**src/rtl/mtbt_ram.sv**
```systemverilog
module mtbt_ram #(
  parameter int WIDTH = 8,
  parameter int DEPTH = 16,
  localparam int AW = (DEPTH > 1) ? $clog2(DEPTH) : 1
) (
  input  logic             clk,
  input  logic             wr_en,
  input  logic [AW-1:0]    wr_addr,
  input  logic [WIDTH-1:0] wr_data,
  input  logic             rd_en,
  input  logic [AW-1:0]    rd_addr,
  output logic [WIDTH-1:0] rd_data
);

  logic [WIDTH-1:0] mem [DEPTH];
  logic [WIDTH-1:0] rd_data_r;

  always_ff @(posedge clk) begin
    if (wr_en) begin
      mem[wr_addr] <= wr_data;
    end
    if (rd_en) begin
      rd_data_r <= mem[rd_addr];
    end
  end

  assign rd_data = rd_data_r;

endmodule

```
**config.mk**
```make
export PLATFORM = sky130hd
export DESIGN_NAME = mtbt_ram
export DESIGN_NICKNAME = d
export VERILOG_FILES = /design/src/rtl/mtbt_ram.sv
export SDC_FILE = /design/constraint.sdc
export NUM_CORES = 1
export LEC_CHECK = 0
export BUFFER_PORTS_ARGS = -buffer_cell sky130_fd_sc_hd__buf_4
export CORE_MARGIN = 1.5
export CORE_UTILIZATION = 50
export CTS_BUF_LIST = sky130_fd_sc_hd__clkbuf_8
export CTS_CLUSTER_SIZE = 28
export DETAILED_ROUTE_END_ITERATION = 16
export HOLD_SLACK_MARGIN = 0.15
export PLACE_DENSITY = 0.7
export SLEW_MARGIN = 10
export SYNTH_ARGS = -nofsm -noshare
export SYNTH_HDL_FRONTEND = slang
export SYNTH_SLANG_ARGS = --single-unit
```
**constraint.sdc**
```tcl
create_clock -name clk -period 2 [get_ports clk]
set_clock_uncertainty 0.2 [all_clocks]
set_input_delay 0.4 -clock clk [delete_from_list [all_inputs] [get_ports clk]]
set_output_delay 0.4 -clock clk [all_outputs]
set_load 0.02 [all_outputs]
```
# Word-level counts from Yosys, hierarchy flattened
# Memories as Yosys holds them, arrays and structs flattened. A register that Yosys moved wholly into a read port is not among the register bits.
# Cells that the tools add are included.
[totals] out_inout_bits=8 wordCells=3 input_bits=19 ff_bits=0 memories=1 mem_bits_rw=128
[memory_table] name="mem" depth=16 width=8 rd=1 rd_ports_with_merged_regs=1 wr=1 line="15" source="logic [WIDTH-1:0] mem [DEPTH];"
[classes] n_mux=2
[op_table] op="1-bit 2-to-1 mux" n=2

# Depth between registers and ports, before layout
# Gate-level depths: netlist (run 1).
[logic_depth] word_depth=2 mapped_depth=5 mapped_depth_nobuf=3

# Worst setup path after synthesis (run 1)
# Ideal clock, no wire load.
[synth_timing] path_kind="input to register" start="input wr_addr[2]" end="memory mem[0][0] (enable)" setup_time_ps=383 required_ps=1417 t_arrival_ps=1510 stages=2 slack_ps=-93 n_path_buf=0 path_cell_list="or3b_2 nor3_1"
[synth_rtl] item="start: declaration" line="8" source="input logic [AW-1:0] wr_addr,"
[synth_rtl] item="end: declaration" line="15"
# No word-level cell before the write port.

==> results of run 1 <==
==> logic make-up after synthesis <==
family / Yosys count
compound gates: 16
buf+inv: 10
flops: 136
mux: 32
simple gates: 35
==> power breakdown <==
group          internal, W  switching (W)
logic             0.000171       0.000184
registers          0.00321      0.0000175
clock network      0.00108       0.000997
==> final timing paths <==
path	start	slack, ns	cells after the start	endpoint
max	mem[9][4]	0.25	3	rd_data[4]
min	wr_addr[0]	0.30	3	mem[4][4]
max reg2reg	mem[9][4]	0.25	3	rd_data[4]
min reg2reg	mem[14][0]	0.55	3	rd_data[0]
==> area by class of cell <==
class                           count  area [µm²]  share of cell area, %
Sequential cell                   136        4084                  65.67
Timing Repair Buffer               58       533.0                  8.571
Tap cell                          136       170.2                  2.736
Clock buffer                       17       234.0                  3.763
Clock inverter                     14       135.1                  2.173
Multi-Input combinational cell     83        1062                  17.08
==> worst reg2reg max path: stages (launching register included) <==
cell	delay [ns]
edfxtp_1	0.38
mux4_1	0.54
a22oi_1	0.28
nand2_1	0.09
==> state kept, by name, indices dropped and copies added (netlist names) <==
signal,cells
mem,128
rd_data,8
==> what timing repair did <==
| action | 4_1_cts | 5_1_grt |
|---|---|---|
| endpoints found under the hold margin | 136 | 0 |
| hold buffers | 9 | 0 |
| setup endpoints to repair | 0 | 0 |
==> cell usage after synthesis (all sizes together) <==
| master | number |
|---|---|
| and2 | 1 |
| nand2b | 2 |
| clkdlybuf4s25 | 3 |
| mux4 | 32 |
| nor2 | 13 |
| nand2 | 9 |
| nand3 | 1 |
| or3b | 1 |
| nand3b | 2 |
| a22oi | 16 |
| and2b | 1 |
| buf | 7 |
| nor3 | 4 |
| edfxtp | 136 |
| nor2b | 1 |
==> layout by cell type (no fill, tap or decap) <==
cell / n
edfxtp_1: 136
a22oi_1: 16
mux4_2: 18
and2b_1: 1
clkinv_2: 4
clkinvlp_4: 4
buf_12: 6
mux4_1: 14
nand2b_1: 2
nor2b_1: 1
nor2_1: 13
nor3_1: 3
clkbuf_8: 17
dlygate4sd3_1: 9
or3b_2: 1
nor3_2: 1
nand2_1: 9
nand3b_1: 2
buf_4: 43
clkinv_4: 2
nand3_1: 1
and2_1: 1
bufinv_16: 2
clkinv_1: 2
==> metal layers <==
metal	vias to the layer above	wire length [µm]
met4	0	167
met1	1276	4010
met5	-	0
met2	90	4711
met3	16	519
li1	1113	-
==> through the flow <==
stage | cells | total power [W]
after floorplan | 229 | 0.003463
after global routing | 444 | 0.005826
after CTS | 444 | 0.005692
after detailed placement | 404 | 0.003635
after global placement | 404 | 0.003625
final | 444 | 0.005660
==> metrics.yaml, run 1 <==
status: "finished clean"
path_delay_family: "multiplexers"
area_delta_synth_final_pct: 18.96
first_global_vias: 2656
cts_root_buf: "clkbuf_8"
cp.required_ns: 1.97
synth_seq_cells: 136
antenna_found_initial: 0
synth_top_family_by_area: "multiplexers"
synth_compound_area_share_pct: 2.298
path_clk_slew_ns: 0.07
antenna_left: 0
num-fill-cells: 706
crit_path_end_kind: "flop"
fin_area_mm2: 0.006218
fin_util_pct: 60.78
coreArea_mm2: 0.01023
use_met2_pct: 29.97
cellPowerDensity_mw_per_mm2: 910.1
ys_seq_area_share_pct: 78.12
hold_viol: 0
critPathArrivalTime_ns: 1.71
critPathSlowestCell: "mux4_1"
finalWeightedCongestion: 0.7530
critPathLaunchType: "flop"
crit_type: "reg2reg"
worstMarginPinSlew_ns: 0.6583
setup_viol: 0
grt_usage_pct: 18.95
cts-resized-gates: 0
irDropWorstVdd_mv: 0.4645
initial_core_util_pct: 51.09
synthSimpleGateAreaFrac_pct: 3.135
htree_levels: 4
synth.avg_cell_area_um2: 22.83
avgViaCountPerCell: 5.619
setup_tns_ns: 0
drt_first_iter_violations: 153
grt_use_met3_pct: 4.391
synth_area_mm2: 0.005228
holdWs_ns: 0.2971
p_leak_nw: 2.096
cp_max_fo: 1
cts_tree: "done"
cts_setup_buffers: 0
grt-ovfl-total: 0
drtPass1Iterations: 5
dp_hpwl_mm: 6.165
dpl_cell_area_mm2: 0.005759
maxSlewViolCount: 0
yosys.area_share.xor_xnor_pct: 0
yosysWarnings: 0
cts_buffer_depth: 2
portBuffers: 26
synth_fa_ha_area_share_pct: 0
place_ws_ns: -0.1471
die_h_um: 105.3
yosysTopAreaCell: "edfxtp_1"
ioPinCount: 27
cap_viol_max_count: 0
slew_headroom_pct: 55.95
drc: 0
critPathBufInv: 0
grt_busiest_layer: "met2"
clock_latency_ns: 0.42
diodes: 0
synth.distinct_cells: 18
cts_sinks: 136
grt_first_pass_wirelength_mm: 14.88
fin_crit_ns: 1.747
vias: 2495
use_met1_pct: 25.60
avgRoutedWirePerCell_um: 21.19
grt_max_degree: 17
syn_inst: 229
drive_gt1_share_pct: 31.82
rsz0062_at_grt: "no"
synth_area_leaders: "edfxtp_1 (78%), mux4_2 (7.8%), mux4_1 (7.0%)"
slowest_delay_ns: 0.54
layout.nets: 315
path_cells: "mux4_1 -> a22oi_1 -> nand2_1"
die_w_um: 105.3
rows: 37
wl_mm: 9.409
hp-class: "in2reg"
fin_crit_sh_pct: 87.33
setup_slack_ns: 0.2535
die-area_mm2: 0.01108
cts_inserted_buffers: 17
synth_mux_area_share_pct: 14.79
yosys.area.top_type_share_pct: 78.12
max_freq_ghz: 0.5726
syn-num-nets: 248
Power figures use the tool's default switching activity.
==> inputs of run 2 (changes only) <==
CTS_BUF_LIST = default   (was sky130_fd_sc_hd__clkbuf_8)
==> run 2 against run 1 <==
Worst setup slack better by 0.020 ns. Highest routed layer unchanged. Critical path depth unchanged. Clock-buffer cell count unchanged. Sequential power about the same. Utilization up 1.8 points.
==> metrics.yaml, run 2 (synthesis results as in run 1) <==
drt_first_iter_violations: 228
cts_root_buf: "clkbuf_8"
cellPowerDensity_mw_per_mm2: 1005
diodes: 0
cts_inserted_buffers: 17
critPathLaunchType: "flop"
path_clk_slew_ns: 0.06
drc: 0
layout.cells.most_common: "edfxtp_1"
top_register: "mem"
cts_tree: "done"
cts_buffer_depth: 2
grt_max_degree: 17
crit_path_end_kind: "flop"
critPathArrivalTime_ns: 1.77
avgRoutedWirePerCell_um: 21.80
die_w_um: 105.3
dp_hpwl_mm: 6.165
slowest_delay_ns: 0.55
rsz0062_at_grt: "no"
grt_usage_pct: 19.70
critPathSlowestCell: "mux4_1"
num-fill-cells: 681
die_h_um: 105.3
ioPinCount: 27
p_seq_share_pct: 50.2
status: "finished clean"
cp_max_fo: 1
path_cells: "mux4_1 -> a22oi_1 -> nand2_1"
layout.nets: 315
slew_headroom_pct: 51.99
first_global_vias: 2680
irDropWorstVdd_mv: 0.5061
p_leak_nw: 2.178
cts-resized-gates: 0
worstMarginPinSlew_ns: 0.7175
coreArea_mm2: 0.01023
crit_type: "reg2reg"
final_cell_mix: "edfxtp_1 (136), buf_4 (43), mux4_2 (18)"
cts_sinks: 136
avgViaCountPerCell: 5.597
htree_levels: 4
fin_crit_sh_pct: 86.31
cp.required_ns: 2.05
cts_setup_buffers: 0
portBuffers: 26
wl_mm: 9.681
setup_slack_ns: 0.2738
holdWs_ns: 0.2171
antenna_found_initial: 0
initial_core_util_pct: 51.09
clock_latency_ns: 0.51
combPwrFrac_pct: 5.6
internal_power_w: 0.005129
largest_register_ffs: 128
die-area_mm2: 0.01108
drive_gt1_share_pct: 31.82
hp-class: "in2reg"
hold_viol: 0
max_freq_ghz: 0.5793
finalWeightedCongestion: 0.7530
p_sw_w: 0.001303
place_ws_ns: -0.1471
area_delta_synth_final_pct: 22.40
cts_hold_buf: 9
maxSlewViolCount: 0
rows: 37
clockPowerShare_pct: 44.2
p_total_w: 0.006432
fin_crit_ns: 1.726
vias: 2485
setup_viol: 0
drtPass1Iterations: 4
grt_first_pass_wirelength_mm: 15.28
cap_viol_max_count: 0
antenna_left: 0
p_sw_share_pct: 20.26
grt-ovfl-total: 0
-- run 2: worst max-delay path, delay by kind of cell, from the launching register on --
family / cells / cell delay, ns
mux: 1 / 0.55
flops: 1 / 0.37
compound gates: 1 / 0.26
simple gates: 1 / 0.08
-- run 2: layout make-up --
cell class                 count  area [µm²]  share of cell area [%]
sequential                   136        4084                   63.82
multi-input combinational     83        1062                   16.60
timing repair buffer          58       533.0                   8.330
clock buffer                  17       414.1                   6.472
tap                          136       170.2                   2.659
clock inverter                14       135.1                   2.112
-- run 2: power groups by stage --
| stage | combinational, W | sequential [W] | clock, W |
|---|---|---|---|
| 3_5_place_dp | 0.000346 | 0.00329 | 0 |
| 3_3_place_gp | 0.000338 | 0.00329 | 0 |
| 4_1_cts | 0.000363 | 0.00323 | 0.00289 |
| 6_report | 0.000357 | 0.00323 | 0.00284 |
| 2_1_floorplan | 0.000162 | 0.00330 | 0 |
| 5_1_grt | 0.000385 | 0.00324 | 0.00301 |
-- run 2: path summary, 6_finish.rpt --
check                                 from          to  slack, ns  depth (start not counted)
worst min register to register   mem[8][3]  rd_data[3]       0.55                          3
worst max-delay path             mem[9][4]  rd_data[4]       0.27                          3
worst min-delay path            wr_addr[0]   mem[4][4]       0.22                          3
worst max register to register   mem[9][4]  rd_data[4]       0.27                          3
-- run 2: per-layer routing --
layer	share of wire (%)	GRT usage, %	vias up
li1	-	-	1114
met1	44	26.49	1286
met2	51	31.37	81
met3	4.5	5.071	4
met4	0.70	7.534	0
met5	0	0	-
-- run 2: stage by stage --
step | utilization, % | setup TNS, ns | cells | area [µm²]
3_5_place_dp | 56.29 | -0.6859 | 404 | 5759
5_1_grt | 62.54 | 0 | 444 | 6399
2_1_floorplan | - | 0 | 229 | 5233
3_3_place_gp | 56.29 | -0.6093 | 404 | 5759
6_report | 62.54 | 0 | 444 | 6399
4_1_cts | 62.54 | 0 | 444 | 6399
==> inputs of run 3 (changes only) <==
CELL_PAD_IN_SITES_DETAIL_PLACEMENT = 1   (was default)
CELL_PAD_IN_SITES_GLOBAL_PLACEMENT = 1   (was default)
CORE_UTILIZATION = 48   (was 50)
PLACE_DENSITY = 0.74   (was 0.7)
==> run 3 against run 2 <==
Via count increased by 4.2%. Sequential power barely moved. Critical path type unchanged. Flip-flop and latch count stayed put. Combinational power grew 3%.
==> metrics.yaml, run 3 (synthesis results as in run 1) <==
status: "finished clean"
setup_viol: 0
cap_viol_max_count: 0
fin_crit_ns: 1.744
cellPowerDensity_mw_per_mm2: 1042
slew_headroom_pct: 51.01
maxSlewViolCount: 0
irDropWorstVdd_mv: 0.5672
antenna_left: 0
coreArea_mm2: 0.01046
portBuffers: 26
die_w_um: 107.4
cts_hold_buf: 9
cts_sinks: 136
avgRoutedWirePerCell_um: 25.39
layout.cells.most_common: "edfxtp_1"
fin_area_mm2: 0.006457
avgViaCountPerCell: 5.794
worstMarginPinSlew_ns: 0.7322
wl_met1_mm: 4.652
finalWeightedCongestion: 0.7384
setup_tns_ns: 0
ioPinCount: 27
drt_first_iter_violations: 211
cts_root_buf: "clkbuf_8"
crit_path_end_kind: "flop"
top_register: "mem"
min_path_cells: 3
drtPass1Iterations: 4
ff2ff_path_depth: 3
grt-ovfl-total: 0
critPathArrivalTime_ns: 1.81
rsz0062_at_grt: "no"
setup_slack_ns: 0.2564
cts-resized-gates: 0
hp-class: "in2reg"
grt_first_pass_wirelength_mm: 16.66
path_clk_slew_ns: 0.06
cp.required_ns: 2.07
grt_max_degree: 17
critPathLaunchType: "flop"
drive_gt1_share_pct: 32.15
wl_met3_um: 814
cts_buffer_depth: 2
fin_crit_sh_pct: 87.18
dpl_cell_area_mm2: 0.005769
max_freq_ghz: 0.5735
area_delta_synth_final_pct: 23.53
layout.nets: 318
dp_hpwl_mm: 7.404
diodes: 0
initial_core_util_pct: 49.96
p_leak_nw: 2.194
hold_viol: 0
first_global_vias: 2824
place_ws_ns: -0.1929
cts_tree: "done"
routed.top_layer: "met4"
die_h_um: 107.4
largest_register_ffs: 128
crit_type: "reg2reg"
vias: 2590
cts_inserted_buffers: 17
rows: 37
drc: 0
final_cell_mix: "edfxtp_1 (136), buf_4 (47), mux4_2 (18)"
cts_setup_buffers: 0
die-area_mm2: 0.01153
clock_latency_ns: 0.53
routed-wl-met2_mm: 5.718
wl_mm: 11.35
htree_levels: 4
num-fill-cells: 897
grt_usage_pct: 21.66
cp_max_fo: 1
antenna_found_initial: 0
-- run 3: area by class of cell --
cell class	instances	area (µm²)	area share, %
flip-flops and latches	136	4084	63.24
clock buffers	18	417.9	6.472
clock inverters	13	180.2	2.790
repair buffers	61	543.0	8.409
well taps	136	170.2	2.635
multi-input cells	83	1062	16.45
-- run 3: worst paths after layout --
| kind | start | to | slack [ns] |
|---|---|---|---|
| worst min register to register | mem[15][0] | rd_data[0] | 0.57 |
| worst min-delay path | wr_addr[1] | mem[0][2] | 0.21 |
| worst max register to register | mem[8][4] | rd_data[4] | 0.26 |
| worst max-delay path | mem[8][4] | rd_data[4] | 0.26 |
-- run 3: stage by stage --
step	power (W)	util, %	cells	hold WS [ns]
final	0.006727	61.72	447	0.2077
after global routing	0.006894	61.72	447	0.2054
after CTS	0.006768	61.72	447	0.2000
after detailed placement	0.003647	55.14	407	0.5130
after global placement	0.003628	55.14	407	0.5021
after floorplan	0.003463	-	229	0.2989
-- run 3: metal layers --
metal / up-vias / global-route usage, %
met1: 1362 / 28.93
met3: 12 / 5.085
met4: 0 / 8.083
met2: 93 / 35.03
li1: 1123 / -
met5: - / 0
-- run 3: report_power, final --
| part | internal, W | total (W) | switching (W) |
|---|---|---|---|
| sequential | 0.00321 | 0.00323 | 0.0000204 |
| clock | 0.00200 | 0.00313 | 0.00112 |
| combinational | 0.000172 | 0.000366 | 0.000194 |
| total | 0.00539 | 0.00673 | 0.00134 |
-- run 3: worst max-delay path, cell delays in order (launching register included) --
cell and delay, ns:
edfxtp_1 0.37, mux4_1 0.53, a22oi_1 0.30, nand2_1 0.09
